$ cat src/design/esr_pkg.sv
// Shared types and constants for the square-root envelope segment.
package esr_pkg;

    // Fraction and root are Q1.16 (one integer bit so 1.0 is exact).
    localparam int FRAC_BITS = 16;
    localparam int ROOT_BITS = FRAC_BITS + 1;
    localparam int QUOT_BITS = FRAC_BITS + 1;
    localparam int SQRT_VAL_W = 2 * ROOT_BITS;
    localparam int CFG_IDX_W = 2;

    typedef enum logic [1:0] {
        REQ_START = 2'd0,
        REQ_TICK  = 2'd1,
        REQ_STOP  = 2'd2
    } t_req;

    localparam logic [CFG_IDX_W-1:0] CFG_LENGTH = 2'd0;
    localparam logic [CFG_IDX_W-1:0] CFG_START  = 2'd1;
    localparam logic [CFG_IDX_W-1:0] CFG_END    = 2'd2;

    // Control into and status out of the serial arithmetic units.
    typedef struct packed {
        logic start;
    } t_unit_ctl;

    typedef struct packed {
        logic busy;
        logic done;
    } t_unit_sts;

endpackage

$ cat src/design/esr_div.sv
// Bit-serial restoring divider producing the Q1.16 ratio elapsed/length.
module esr_div #(
    parameter int NUM_BITS = 24
) (
    input  logic                         i_clk,
    input  logic                         i_rst_n,
    input  esr_pkg::t_unit_ctl           i_ctl,
    input  logic [NUM_BITS-1:0]          i_dividend,
    input  logic [NUM_BITS-1:0]          i_divisor,
    output esr_pkg::t_unit_sts           o_sts,
    output logic [esr_pkg::QUOT_BITS-1:0] o_quot
);

    localparam int CNT_W = $clog2(esr_pkg::QUOT_BITS);

    logic                          r_busy, n_busy;
    logic                          r_done, n_done;
    logic [CNT_W-1:0]              r_cnt, n_cnt;
    logic [NUM_BITS:0]             r_rem, n_rem;
    logic [esr_pkg::QUOT_BITS-1:0] r_quot, n_quot;
    logic [NUM_BITS:0]             diff;
    logic                          q_bit;

    // Dividend <= divisor, so one unshifted step then one bit per shift.
    always_comb begin
        n_busy = r_busy;
        n_done = 1'b0;
        n_cnt  = r_cnt;
        n_rem  = r_rem;
        n_quot = r_quot;
        q_bit  = (r_rem >= {1'b0, i_divisor});
        diff   = q_bit ? (r_rem - {1'b0, i_divisor}) : r_rem;
        if (i_ctl.start) begin
            n_busy = 1'b1;
            n_cnt  = CNT_W'(esr_pkg::QUOT_BITS - 1);
            n_rem  = {1'b0, i_dividend};
            n_quot = '0;
        end else if (r_busy) begin
            n_rem  = {diff[NUM_BITS-1:0], 1'b0};
            n_quot = {r_quot[esr_pkg::QUOT_BITS-2:0], q_bit};
            n_cnt  = r_cnt - CNT_W'(1);
            if (r_cnt == '0) begin
                n_busy = 1'b0;
                n_done = 1'b1;
            end
        end
    end

    always_ff @(posedge i_clk) begin
        if (!i_rst_n) begin
            r_busy <= 1'b0;
            r_done <= 1'b0;
            r_cnt  <= '0;
        end else begin
            r_busy <= n_busy;
            r_done <= n_done;
            r_cnt  <= n_cnt;
        end
        r_rem  <= n_rem;
        r_quot <= n_quot;
    end

    assign o_sts.busy = r_busy;
    assign o_sts.done = r_done;
    assign o_quot     = r_quot;

endmodule

$ cat src/design/esr_sqrt.sv
// Digit-by-digit integer square root, one result bit per cycle.
module esr_sqrt (
    input  logic                          i_clk,
    input  logic                          i_rst_n,
    input  esr_pkg::t_unit_ctl            i_ctl,
    input  logic [esr_pkg::QUOT_BITS-1:0] i_frac,
    output esr_pkg::t_unit_sts            o_sts,
    output logic [esr_pkg::ROOT_BITS-1:0] o_root
);

    localparam int VW = esr_pkg::SQRT_VAL_W;

    logic          r_busy, n_busy;
    logic          r_done, n_done;
    logic [VW-1:0] r_val, n_val;
    logic [VW-1:0] r_res, n_res;
    logic [VW-1:0] r_bit, n_bit;
    logic [VW-1:0] trial;

    always_comb begin
        n_busy = r_busy;
        n_done = 1'b0;
        n_val  = r_val;
        n_res  = r_res;
        n_bit  = r_bit;
        trial  = r_res + r_bit;
        if (i_ctl.start) begin
            n_busy = 1'b1;
            n_val  = VW'({i_frac, esr_pkg::FRAC_BITS'(0)});
            n_res  = '0;
            n_bit  = VW'(1) << (VW - 2);
        end else if (r_busy) begin
            if (r_val >= trial) begin
                n_val = r_val - trial;
                n_res = (r_res >> 1) + r_bit;
            end else begin
                n_res = r_res >> 1;
            end
            n_bit = r_bit >> 2;
            if (r_bit[0]) begin
                n_busy = 1'b0;
                n_done = 1'b1;
            end
        end
    end

    always_ff @(posedge i_clk) begin
        if (!i_rst_n) begin
            r_busy <= 1'b0;
            r_done <= 1'b0;
        end else begin
            r_busy <= n_busy;
            r_done <= n_done;
        end
        r_val <= n_val;
        r_res <= n_res;
        r_bit <= n_bit;
    end

    assign o_sts.busy = r_busy;
    assign o_sts.done = r_done;
    assign o_root     = r_res[esr_pkg::ROOT_BITS-1:0];

endmodule

$ cat src/design/envelope_stage_sqrt_ramp.sv
// Top level of the square-root ramp envelope segment generator.
// One envelope segment, driven by request transactions: start loads the
// initial level and runs, tick advances elapsed time by one microsecond and
// returns the new level, stop halts and returns the last level. Each accepted
// transaction returns exactly one result transaction. A tick that needs the
// curve goes in order through a range check of elapsed time, the
// bit-serial divider (elapsed/length as Q1.16) and the hand-over of the
// quotient, the bit-serial square root, the root*span multiply, the clamp
// and the load of the output register; the divider and root steps take
// the most time. Start, stop, ticks while stopped and ignored request codes
// go straight to the result; ticks on zero-length or finished segments pass
// through the range check first.
// One transaction is in flight at a time; the next is accepted as soon as the
// result sits in the output register, even while that result is stalled.
// Configuration writes are always ready and must be issued only while idle.
module envelope_stage_sqrt_ramp #(
    parameter int LEVEL_BITS  = 12,
    parameter int LENGTH_BITS = 24
) (
    input  logic                                  i_clk,
    input  logic                                  i_rst_n,
    // request channel
    input  logic                                  i_in_valid,
    output logic                                  o_in_stall,
    input  logic [1:0]                            i_req_type,
    input  logic [LEVEL_BITS-1:0]                 i_initial_level,
    // result channel
    output logic                                  o_out_valid,
    input  logic                                  i_out_stall,
    output logic [LEVEL_BITS-1:0]                 o_level,
    output logic                                  o_stage_done,
    // configuration write channel
    input  logic                                  i_cfg_valid,
    output logic                                  o_cfg_ready,
    input  logic [esr_pkg::CFG_IDX_W-1:0]         i_cfg_index,
    input  logic [((LENGTH_BITS > LEVEL_BITS) ? LENGTH_BITS : LEVEL_BITS)-1:0] i_cfg_data
);

    localparam int EL_W   = LENGTH_BITS + 1;
    localparam int PROD_W = esr_pkg::ROOT_BITS + LEVEL_BITS;

    typedef enum logic [5:0] {
        ST_IDLE   = 6'b000001,
        ST_EVAL   = 6'b000010,
        ST_DIV    = 6'b000100,
        ST_SQRT   = 6'b001000,
        ST_SCALE  = 6'b010000,
        ST_RESULT = 6'b100000
    } t_state;

    t_state r_state, n_state;

    // configuration registers
    logic [LENGTH_BITS-1:0] r_length;
    logic [LEVEL_BITS-1:0]  r_cfg_start;
    logic [LEVEL_BITS-1:0]  r_cfg_end;

    // segment state
    logic [EL_W-1:0]        r_elapsed, n_elapsed;
    logic [LEVEL_BITS-1:0]  r_active, n_active;
    logic [LEVEL_BITS-1:0]  r_last, n_last;
    logic                   r_running, n_running;

    // working and result registers
    logic [LEVEL_BITS-1:0]  r_span, n_span;
    logic [PROD_W-1:0]      r_prod, n_prod;
    logic [LEVEL_BITS-1:0]  r_res_level, n_res_level;
    logic                   r_res_done, n_res_done;
    logic                   r_out_valid, n_out_valid;
    logic [LEVEL_BITS-1:0]  r_out_level, n_out_level;
    logic                   r_out_done, n_out_done;

    logic                   in_accept;
    logic                   cfg_write;
    logic                   past_end;
    logic [LEVEL_BITS-1:0]  scaled;
    logic [LEVEL_BITS-1:0]  lim_up;
    logic [LEVEL_BITS-1:0]  lim_down;
    logic [LEVEL_BITS:0]    sum_up;
    logic [LEVEL_BITS-1:0]  ramp_level;

    esr_pkg::t_unit_ctl            div_ctl, sqrt_ctl;
    esr_pkg::t_unit_sts            div_sts, sqrt_sts;
    logic [esr_pkg::QUOT_BITS-1:0] frac;
    logic [esr_pkg::ROOT_BITS-1:0] root;

    assign in_accept   = i_in_valid && !o_in_stall;
    assign cfg_write   = i_cfg_valid && o_cfg_ready;
    assign o_in_stall  = (r_state != ST_IDLE);
    assign o_cfg_ready = 1'b1;
    assign past_end    = (r_elapsed > {1'b0, r_length});

    // Divider starts once the tick is known to be inside the segment.
    assign div_ctl.start  = (r_state == ST_EVAL) && (r_length != '0) && !past_end;
    assign sqrt_ctl.start = (r_state == ST_DIV) && div_sts.done;

    // Elapsed <= length on this path, so its top bit is zero.
    esr_div #(
        .NUM_BITS (LENGTH_BITS)
    ) u_div (
        .i_clk      (i_clk),
        .i_rst_n    (i_rst_n),
        .i_ctl      (div_ctl),
        .i_dividend (r_elapsed[LENGTH_BITS-1:0]),
        .i_divisor  (r_length),
        .o_sts      (div_sts),
        .o_quot     (frac)
    );

    esr_sqrt u_sqrt (
        .i_clk   (i_clk),
        .i_rst_n (i_rst_n),
        .i_ctl   (sqrt_ctl),
        .i_frac  (frac),
        .o_sts   (sqrt_sts),
        .o_root  (root)
    );

    // root <= 1.0, so scaled never exceeds span and fits a level.
    always_comb begin
        scaled     = r_prod[esr_pkg::FRAC_BITS +: LEVEL_BITS];
        lim_up     = (scaled < r_cfg_end) ? scaled : r_cfg_end;
        sum_up     = {1'b0, lim_up} + {1'b0, r_active};
        lim_down   = (scaled < r_active) ? scaled : r_active;
        if (r_cfg_end > r_active) begin
            ramp_level = sum_up[LEVEL_BITS] ? '1 : sum_up[LEVEL_BITS-1:0];
        end else begin
            ramp_level = r_active - lim_down;
        end
    end

    always_comb begin
        n_state     = r_state;
        n_elapsed   = r_elapsed;
        n_active    = r_active;
        n_last      = r_last;
        n_running   = r_running;
        n_span      = r_span;
        n_prod      = r_prod;
        n_res_level = r_res_level;
        n_res_done  = r_res_done;
        n_out_valid = r_out_valid && i_out_stall;
        n_out_level = r_out_level;
        n_out_done  = r_out_done;

        case (r_state)
            ST_IDLE: begin
                if (in_accept) begin
                    n_res_level = r_last;
                    n_res_done  = 1'b0;
                    n_state     = ST_RESULT;
                    case (i_req_type)
                        esr_pkg::REQ_START: begin
                            n_active    = i_initial_level;
                            n_elapsed   = '0;
                            n_running   = 1'b1;
                            n_res_level = i_initial_level;
                        end
                        esr_pkg::REQ_TICK: begin
                            if (r_running) begin
                                if (r_elapsed != '1) begin
                                    n_elapsed = r_elapsed + EL_W'(1);
                                end
                                n_state = ST_EVAL;
                            end
                        end
                        esr_pkg::REQ_STOP: begin
                            n_running = 1'b0;
                            n_elapsed = '0;
                        end
                        default: begin
                        end
                    endcase
                end
            end
            ST_EVAL: begin
                n_span = (r_cfg_end > r_cfg_start) ? (r_cfg_end - r_cfg_start)
                                                   : (r_cfg_start - r_cfg_end);
                if (r_length == '0) begin
                    n_res_level = r_active;
                    n_last      = r_active;
                    n_state     = ST_RESULT;
                end else if (past_end) begin
                    n_res_level = r_cfg_end;
                    n_res_done  = 1'b1;
                    n_last      = r_cfg_end;
                    n_state     = ST_RESULT;
                end else begin
                    n_state = ST_DIV;
                end
            end
            ST_DIV: begin
                if (div_sts.done) begin
                    n_state = ST_SQRT;
                end
            end
            ST_SQRT: begin
                if (sqrt_sts.done) begin
                    n_prod  = PROD_W'(root) * PROD_W'(r_span);
                    n_state = ST_SCALE;
                end
            end
            ST_SCALE: begin
                n_res_level = ramp_level;
                n_last      = ramp_level;
                n_state     = ST_RESULT;
            end
            ST_RESULT: begin
                // Output register frees up when empty or being taken.
                if (!r_out_valid || !i_out_stall) begin
                    n_out_valid = 1'b1;
                    n_out_level = r_res_level;
                    n_out_done  = r_res_done;
                    n_state     = ST_IDLE;
                end
            end
            default: begin
                n_state = ST_IDLE;
            end
        endcase
    end

    always_ff @(posedge i_clk) begin
        if (!i_rst_n) begin
            r_state     <= ST_IDLE;
            r_elapsed   <= '0;
            r_active    <= '0;
            r_last      <= '0;
            r_running   <= 1'b0;
            r_out_valid <= 1'b0;
            r_length    <= LENGTH_BITS'(1000);
            r_cfg_start <= '0;
            r_cfg_end   <= '1;
        end else begin
            r_state     <= n_state;
            r_elapsed   <= n_elapsed;
            r_active    <= n_active;
            r_last      <= n_last;
            r_running   <= n_running;
            r_out_valid <= n_out_valid;
            if (cfg_write) begin
                case (i_cfg_index)
                    esr_pkg::CFG_LENGTH: r_length    <= i_cfg_data[LENGTH_BITS-1:0];
                    esr_pkg::CFG_START:  r_cfg_start <= i_cfg_data[LEVEL_BITS-1:0];
                    esr_pkg::CFG_END:    r_cfg_end   <= i_cfg_data[LEVEL_BITS-1:0];
                    default: begin
                    end
                endcase
            end
        end
        r_span      <= n_span;
        r_prod      <= n_prod;
        r_res_level <= n_res_level;
        r_res_done  <= n_res_done;
        r_out_level <= n_out_level;
        r_out_done  <= n_out_done;
    end

    assign o_out_valid  = r_out_valid;
    assign o_level      = r_out_level;
    assign o_stage_done = r_out_done;

    // Serial units report completion only in the state waiting on them.
    a_div_done_state: assert property (@(posedge i_clk) disable iff (!i_rst_n)
        div_sts.done |-> (r_state == ST_DIV))
        else $error("divider finished outside its wait state");

    a_sqrt_done_state: assert property (@(posedge i_clk) disable iff (!i_rst_n)
        sqrt_sts.done |-> (r_state == ST_SQRT))
        else $error("square root finished outside its wait state");

    a_units_idle: assert property (@(posedge i_clk) disable iff (!i_rst_n)
        (r_state == ST_IDLE) |-> (!div_sts.busy && !sqrt_sts.busy))
        else $error("serial unit busy while idle");

    a_no_div_by_zero: assert property (@(posedge i_clk) disable iff (!i_rst_n)
        (r_state == ST_DIV) |-> (r_length != '0))
        else $error("division started with zero length");

    a_tick_advances: assert property (@(posedge i_clk) disable iff (!i_rst_n)
        (in_accept && (i_req_type == esr_pkg::REQ_TICK) && r_running)
        |=> (r_elapsed != '0))
        else $error("running tick did not advance elapsed time");

endmodule

$ cat config.mk
export PLATFORM = sky130hd
export DESIGN_NAME = envelope_stage_sqrt_ramp
export DESIGN_NICKNAME = d
export VERILOG_FILES = /design/src/design/esr_pkg.sv /design/src/design/esr_div.sv /design/src/design/esr_sqrt.sv /design/src/design/envelope_stage_sqrt_ramp.sv
export SDC_FILE = /design/constraint.sdc
export NUM_CORES = 1
export LEC_CHECK = 0
export BUFFER_PORTS_ARGS = -buffer_cell sky130_fd_sc_hd__buf_4
export CORE_UTILIZATION = 52
export CTS_BUF_LIST = sky130_fd_sc_hd__clkbuf_4 sky130_fd_sc_hd__clkbuf_8 sky130_fd_sc_hd__clkbuf_16
export CTS_CLUSTER_SIZE = 30
export DETAILED_ROUTE_END_ITERATION = 7
export GPL_TIMING_DRIVEN = 0
export PLACE_DENSITY_LB_ADDON = 0.05
export SLEW_MARGIN = 30
export SYNTH_ARGS = -nofsm -noshare
export SYNTH_HDL_FRONTEND = slang
export SYNTH_SLANG_ARGS = --single-unit
$ cat constraint.sdc
create_clock -name i_clk -period 6.5 [get_ports i_clk]
set_clock_uncertainty 0.05 [all_clocks]
set_input_delay 0.325 -clock i_clk [delete_from_list [all_inputs] [get_ports i_clk]]
set_output_delay 0.325 -clock i_clk [all_outputs]
set_load 0.005 [all_outputs]
==> results_dict.tcl, run 1 <==
set metrics [dict create \
    status "completed" \
    grt_pass1_wl_mm 120 \
    min_path_type "in2reg" \
    p_leak_nw 13.0 \
    nFillCells 4586 \
    register_area_sq_um 6740 \
    synthArstFlopShare 0 \
    ioPinCount 61 \
    grt_overflow 0 \
    nets 3644 \
    max_stage_delay_ns 0.61 \
    synth_seq_area_share 0.256 \
    dieArea_sq_um 51600 \
    synth_warnings 0 \
    setup_slack_ns 0.208 \
    arrival_ns 6.52 \
    synth_top_cell_area_share 0.152 \
    globalplace.congestion 0.904 \
    min-delay-start "i_cfg_data[13]" \
    final_area_sq_um 29300 \
    synthFlopType "dfxtp_1" \
    multi_input_area_sq_um 17900 \
    antenna_left 0 \
    root_buffer "clkbuf_16" \
    start_util 0.526 \
    htree_levels 2 \
    num_vias 22777 \
    wl_mm 75.0 \
    netlist_instances 3058 \
    dieHeight_microns 227 \
    required_ns 6.73 \
    syn2layout_area_growth_pct 11.3 \
    dr.pass1.iters 5 \
    hold_violations 0 \
    clk_latency_ns 0.55 \
    synth_area_per_cell_sq_um 8.61 \
    use_met1 0.401 \
    ys_ff_latch 291 \
    drive_gt1_frac 0.0775 \
    path_common_cell "fa_1" \
    slowest_stage "edfxtp_1" \
    clock.fmax_ghz 0.159 \
    dp_hpwl_mm 58.5 \
    cts_buffers 36 \
    gr-max-usage-layer "met2" \
    fin_crit_sh 0.968 \
    antenna_found_initial 0 \
    cts_num_sinks 291 \
    worstReg2RegStart "r_span[8]$_DFFE_PP_" \
    drv_cap 0 \
    worst_pin_slew_ns 1.04 \
    use_met2 0.504 \
    setup_violations 0 \
    utilization 0.586 \
    setup.worst_path.class "reg2reg" \
    port_buffers 59 \
    dieWidth_microns 227 \
    use_met3 0.0268 \
    start_kind "register" \
    path_cells "clkbuf_2 -> nand2_1 -> fa_1 -> inv_1 -> fa_1 -> fa_1 -> fa_1 -> inv_1 -> fa_1 -> inv_1 -> ha_1 -> a21o_1 -> a21oi_1 -> o211ai_1 -> nand2_1 -> a31oi_1 -> a41o_1 -> a211o_1 -> a21oi_1 -> xnor2_1" \
    synth_edf_count 91 \
    synth_area_sq_um 26300 \
    slew_viol_final 0 \
    synth_area_leaders "dfxtp_1 15%, ha_1 12%, fa_1 12%, edfxtp_1 10%, nand2_1 5.5%" \
    power.total_mw 4.61 \
    vias_per_cell 5.86 \
    whs_ns 0.0267 \
    drcViolationCount 0 \
    endpoint_kind "register" \
    clk_pin_slew_ns 0.06 \
    place_area_sq_um 27700 \
    grt_pass1_vias 22491 \
    core_sq_um 50100 \
    cts_tree "built" \
    wl_per_cell_microns 19.3 \
    cts_max_path_buffers 3 \
    ir_worst_vdd_mv 0.248 \
    first_iter_violations 1715 \
    grt_max_degree 25 \
    synthDistinctLibCells 91 \
    dp_slack_ns -0.111 \
    synth_common_cells "387 x nand2_1, 302 x inv_1, 261 x ha_1, 210 x nor2_1, 200 x dfxtp_1" \
    track_usage 0.296 \
    powerDensity_nw_per_um2 157 \
    yosysMostFrequentCell "nand2_1" \
    synth_top_area_cell "dfxtp_1" \
    startpoint "r_span[8]$_DFFE_PP_" \
    synth_nets 3518 \
    diodes 0 \
    rsz0062_at_grt "true" \
    slew_headroom 0.300 \
    period_minus_slack_ns 6.29 \
    rows 82 \
    crit_fanout 10 \
]
[cells by family (layout without fill, tap and decap cells)]
logic type                 Yosys count  count (layout)  share of synthesized area
adders and majority gates          415             415                      0.241
and+or+nand+nor                    920             920                      0.162
muxes                              118             118                     0.0459
xor gates and xnor gates           166             166                     0.0552
other                                1               1                   0.000142
DFF                                291             291                      0.256
buffers and inverters              444             598                     0.0648
AOI/OAI and AO/OA                  703             703                      0.175
[critical path: cells and delay by family (launching register included)]
kind	cells	cell delay, ns
buf+inv	4	0.50
flops	1	0.61
simple gates	2	0.26
compound gates	7	1.57
fa+ha+maj	6	2.93
xor+xnor	1	0.11
[cells in the final DEF, fill, tap and decap left out, types with 40 or more instances in the layout]
master and count:
xor2_1 71, clkbuf_1 77, inv_1 301, clkbuf_16 40, nand2_1 387, fa_1 154, a21oi_1 176, xnor2_1 95
nor2_1 209, ha_1 261, a21o_1 53, dfxtp_1 200, buf_4 67, and2_1 72, a21boi_0 42, mux2i_1 99
o21ai_0 148, edfxtp_1 91
[layout make-up]
type,instances,area share
Sequential cell,291,0.230
Clock inverter,16,0.00670
Tap cell,672,0.0287
Clock buffer,50,0.0373
Buffer,138,0.0205
Timing Repair Buffer,92,0.0264
Inverter,302,0.0388
Multi-Input combinational cell,2323,0.612
[per-layer routing]
layer / up-vias / routed length (microns)
met1: 11129 / 33800
met4: 0 / 1730
met3: 121 / 3870
met5: - / 0
met2: 683 / 35500
li1: 10844 / -
[timing repair]
item,4_1_cts,5_1_grt
endpoints found under the hold margin,29,0
hold buffers,28,0
buffers inserted,0,4
pin swaps,0,0
resized for setup,8,61
setup endpoints to repair,2,34
[where the power goes]
group	switching [mW]	internal, mW	leakage, nW
clock network	0.838	1.35	0.644
logic	0.265	0.200	9.83
registers	0.0360	1.93	2.49
total	1.14	3.47	13.0
[stage by stage]
step / instances / TNS (ns)
2_1_floorplan: 3058 / 0
3_3_place_gp: 3789 / -0.0750
3_5_place_dp: 3790 / -0.119
4_1_cts: 3884 / 0
5_1_grt: 3884 / -0.0316
6_report: 3884 / 0
[sequential cells by signal (all words and copies together) (netlist names), 17 cells and up]
name          count
r_length         24
u_sqrt.r_res     34
u_sqrt.r_bit     17
u_div.o_quot     17
r_elapsed        25
u_sqrt.r_val     34
u_div.r_rem      25
[path summary, 6_finish.rpt]
kind	endpoint	slack (ns)	cells past startpoint
max	r_prod[27]$_DFFE_PP_	0.21	20
min	r_length[13]$_SDFFE_PN0P_	0.03	3
max reg2reg	r_prod[27]$_DFFE_PP_	0.21	20
min reg2reg	o_level[7]$_DFFE_PP_	0.38	0
No activity file was read; power rests on OpenSTA's default activity.
==> inputs of run 2 (changes only) <==
- clock period: 6.5 -> 6.6 ns (I/O delays scaled with it)
==> run 2 against run 1 <==
Compared with the run above:
- sequential power barely moved
- sequential share of layout area increased by 0.068 points
- count of clock-buffer cells in the layout did not move
- power fell by 1.5%
- critical path depth unchanged
- combinational power down 2%
- clock power is essentially flat
- global-route usage barely moved
- maximum frequency shrank 1.1%
- non-clock buffer count down 4
- routed wire length fell by 0.10%
- via count is 0.72% lower
- largest cell class unchanged
- largest power group unchanged
- highest routed layer unchanged
==> results_dict.tcl, run 2 (synthesis results as in run 1) <==
set metrics [dict create \
    path_common_cell "fa_1" \
    holdPathStages 3 \
    setup_violations 0 \
    rsz0062_at_grt "true" \
    cts_num_sinks 291 \
    vias_per_cell 5.83 \
    powerDensity_nw_per_um2 155 \
    hold_end "r_length[15]$_SDFFE_PN0P_" \
    status "completed" \
    dp_hpwl_mm 58.5 \
    drcViolationCount 0 \
    cts_buffers 36 \
    clk_pin_slew_ns 0.07 \
    setup.worst_path.class "reg2reg" \
    dr.pass1.iters 6 \
    drive_gt1_frac 0.0729 \
    slew_viol_final 0 \
    endpoint_kind "register" \
    syn2layout_area_growth_pct 11.0 \
    min_path_type "in2reg" \
    antenna_found_initial 0 \
    p_leak_nw 12.9 \
    max_stage_delay_ns 0.59 \
    rows 82 \
    final_cell_mix "387 x nand2_1, 301 x inv_1, 261 x ha_1" \
    power.total_mw 4.55 \
    core_sq_um 50100 \
    clk_latency_ns 0.55 \
    start_util 0.526 \
    critPathTopFamily "adder cells" \
    min-delay-start "i_cfg_data[15]" \
    r2r-end "r_prod[27]$_DFFE_PP_" \
    start_kind "register" \
    dieArea_sq_um 51600 \
    worstRegToRegCells 20 \
    dieWidth_microns 227 \
    worst_pin_slew_ns 1.02 \
    slowest_stage "fa_1" \
    htree_levels 2 \
    num_vias 22613 \
    root_buffer "clkbuf_16" \
    period_minus_slack_ns 6.36 \
    arrival_ns 6.59 \
    diodes 0 \
    final_common_cell "nand2_1" \
    top_regs "u_sqrt.r_res (34), u_sqrt.r_val (34)" \
    nets 3640 \
    first_iter_violations 1662 \
    crit_fanout 10 \
    wl_per_cell_microns 19.3 \
    slew_headroom 0.313 \
    cts_tree "built" \
    whs_ns 0.0260 \
    fin_crit_sh 0.964 \
    dieHeight_microns 227 \
    ir_worst_vdd_mv 0.244 \
    required_ns 6.83 \
    clock.fmax_ghz 0.157 \
    tns_ns 0 \
    grt_pass1_wl_mm 120 \
    setup_slack_ns 0.239 \
    grt_max_degree 25 \
    wl_mm 74.9 \
    cts_max_path_buffers 3 \
    rrSetupSlack_ns 0.24 \
    grt_overflow 0 \
    globalplace.congestion 0.904 \
    drv_cap 0 \
    dp_slack_ns -0.0109 \
    grt_pass1_vias 22463 \
    track_usage 0.296 \
    port_buffers 59 \
    path_cells "clkbuf_1 -> nand2_1 -> fa_1 -> fa_1 -> inv_1 -> fa_1 -> fa_1 -> inv_1 -> fa_1 -> inv_1 -> ha_1 -> a21o_1 -> a21oi_1 -> o211ai_1 -> nand2_1 -> a31oi_1 -> a41o_1 -> a211o_1 -> a21oi_1 -> xnor2_1" \
    ioPinCount 61 \
    utilization 0.584 \
    worstReg2RegStart "r_span[11]$_DFFE_PP_" \
    worst-path-buf-inv 4 \
    antenna_left 0 \
    hold_violations 0 \
]
run 2: worst max path at each step:
stage	start	end	slack [ns]	cells after the start
after floorplan	u_sqrt.r_res[7]$_SDFFE_PP0P_	r_prod[27]$_DFFE_PP_	0.88	20
after global placement	u_sqrt.r_res[5]$_SDFFE_PP0P_	r_prod[27]$_DFFE_PP_	0.02	19
after detailed placement	u_sqrt.r_res[5]$_SDFFE_PP0P_	r_prod[27]$_DFFE_PP_	-0.01	21
after CTS	r_span[5]$_DFFE_PP_	r_prod[27]$_DFFE_PP_	0.008	21
after global routing	u_sqrt.r_res[4]$_SDFFE_PP0P_	r_prod[27]$_DFFE_PP_	-0.06	18
final	r_span[11]$_DFFE_PP_	r_prod[27]$_DFFE_PP_	0.24	20
run 2: layout make-up:
cell class	instances	area (sq um)
sequential	291	6740
timing repair buffer	85	698
clock buffer	50	1090
fill	4607	20800
tap	672	841
clock inverter	16	196
inverter	302	1140
multi-input combinational	2323	17900
buffer	141	601
run 2: stage by stage:
step	area [sq um]	cells
after detailed placement	27700	3790
after global placement	27600	3789
after CTS	29200	3880
final	29200	3880
after floorplan	26300	3058
after global routing	29200	3880
run 2: tightest hold or removal path, cell delays in order:
cell and delay (ns):
buf_4 0.11, nand2_1 0.04, a21boi_0 0.08
run 2: timing repair:
item / 4_1_cts / 5_1_grt
pin swaps: 0 / 0
buffers inserted: 0 / 1
setup endpoints to repair: 1 / 32
hold buffers: 24 / 0
cloned: 0 / 0
gates resized for setup: 1 / 45
endpoints found under the hold margin: 24 / 0
run 2: power by group:
part,switching (mW),internal [mW]
Sequential,0.0354,1.90
Combinational,0.261,0.195
Clock,0.829,1.32
Total,1.12,3.42
run 2: per-layer routing:
layer | GRT usage | up-vias | routed length, microns
met3 | 0.0271 | 120 | 3510
li1 | - | 10837 | -
met4 | 0.0825 | 0 | 1840
met1 | 0.400 | 11010 | 34300
met2 | 0.502 | 646 | 35300
met5 | 0 | - | 0
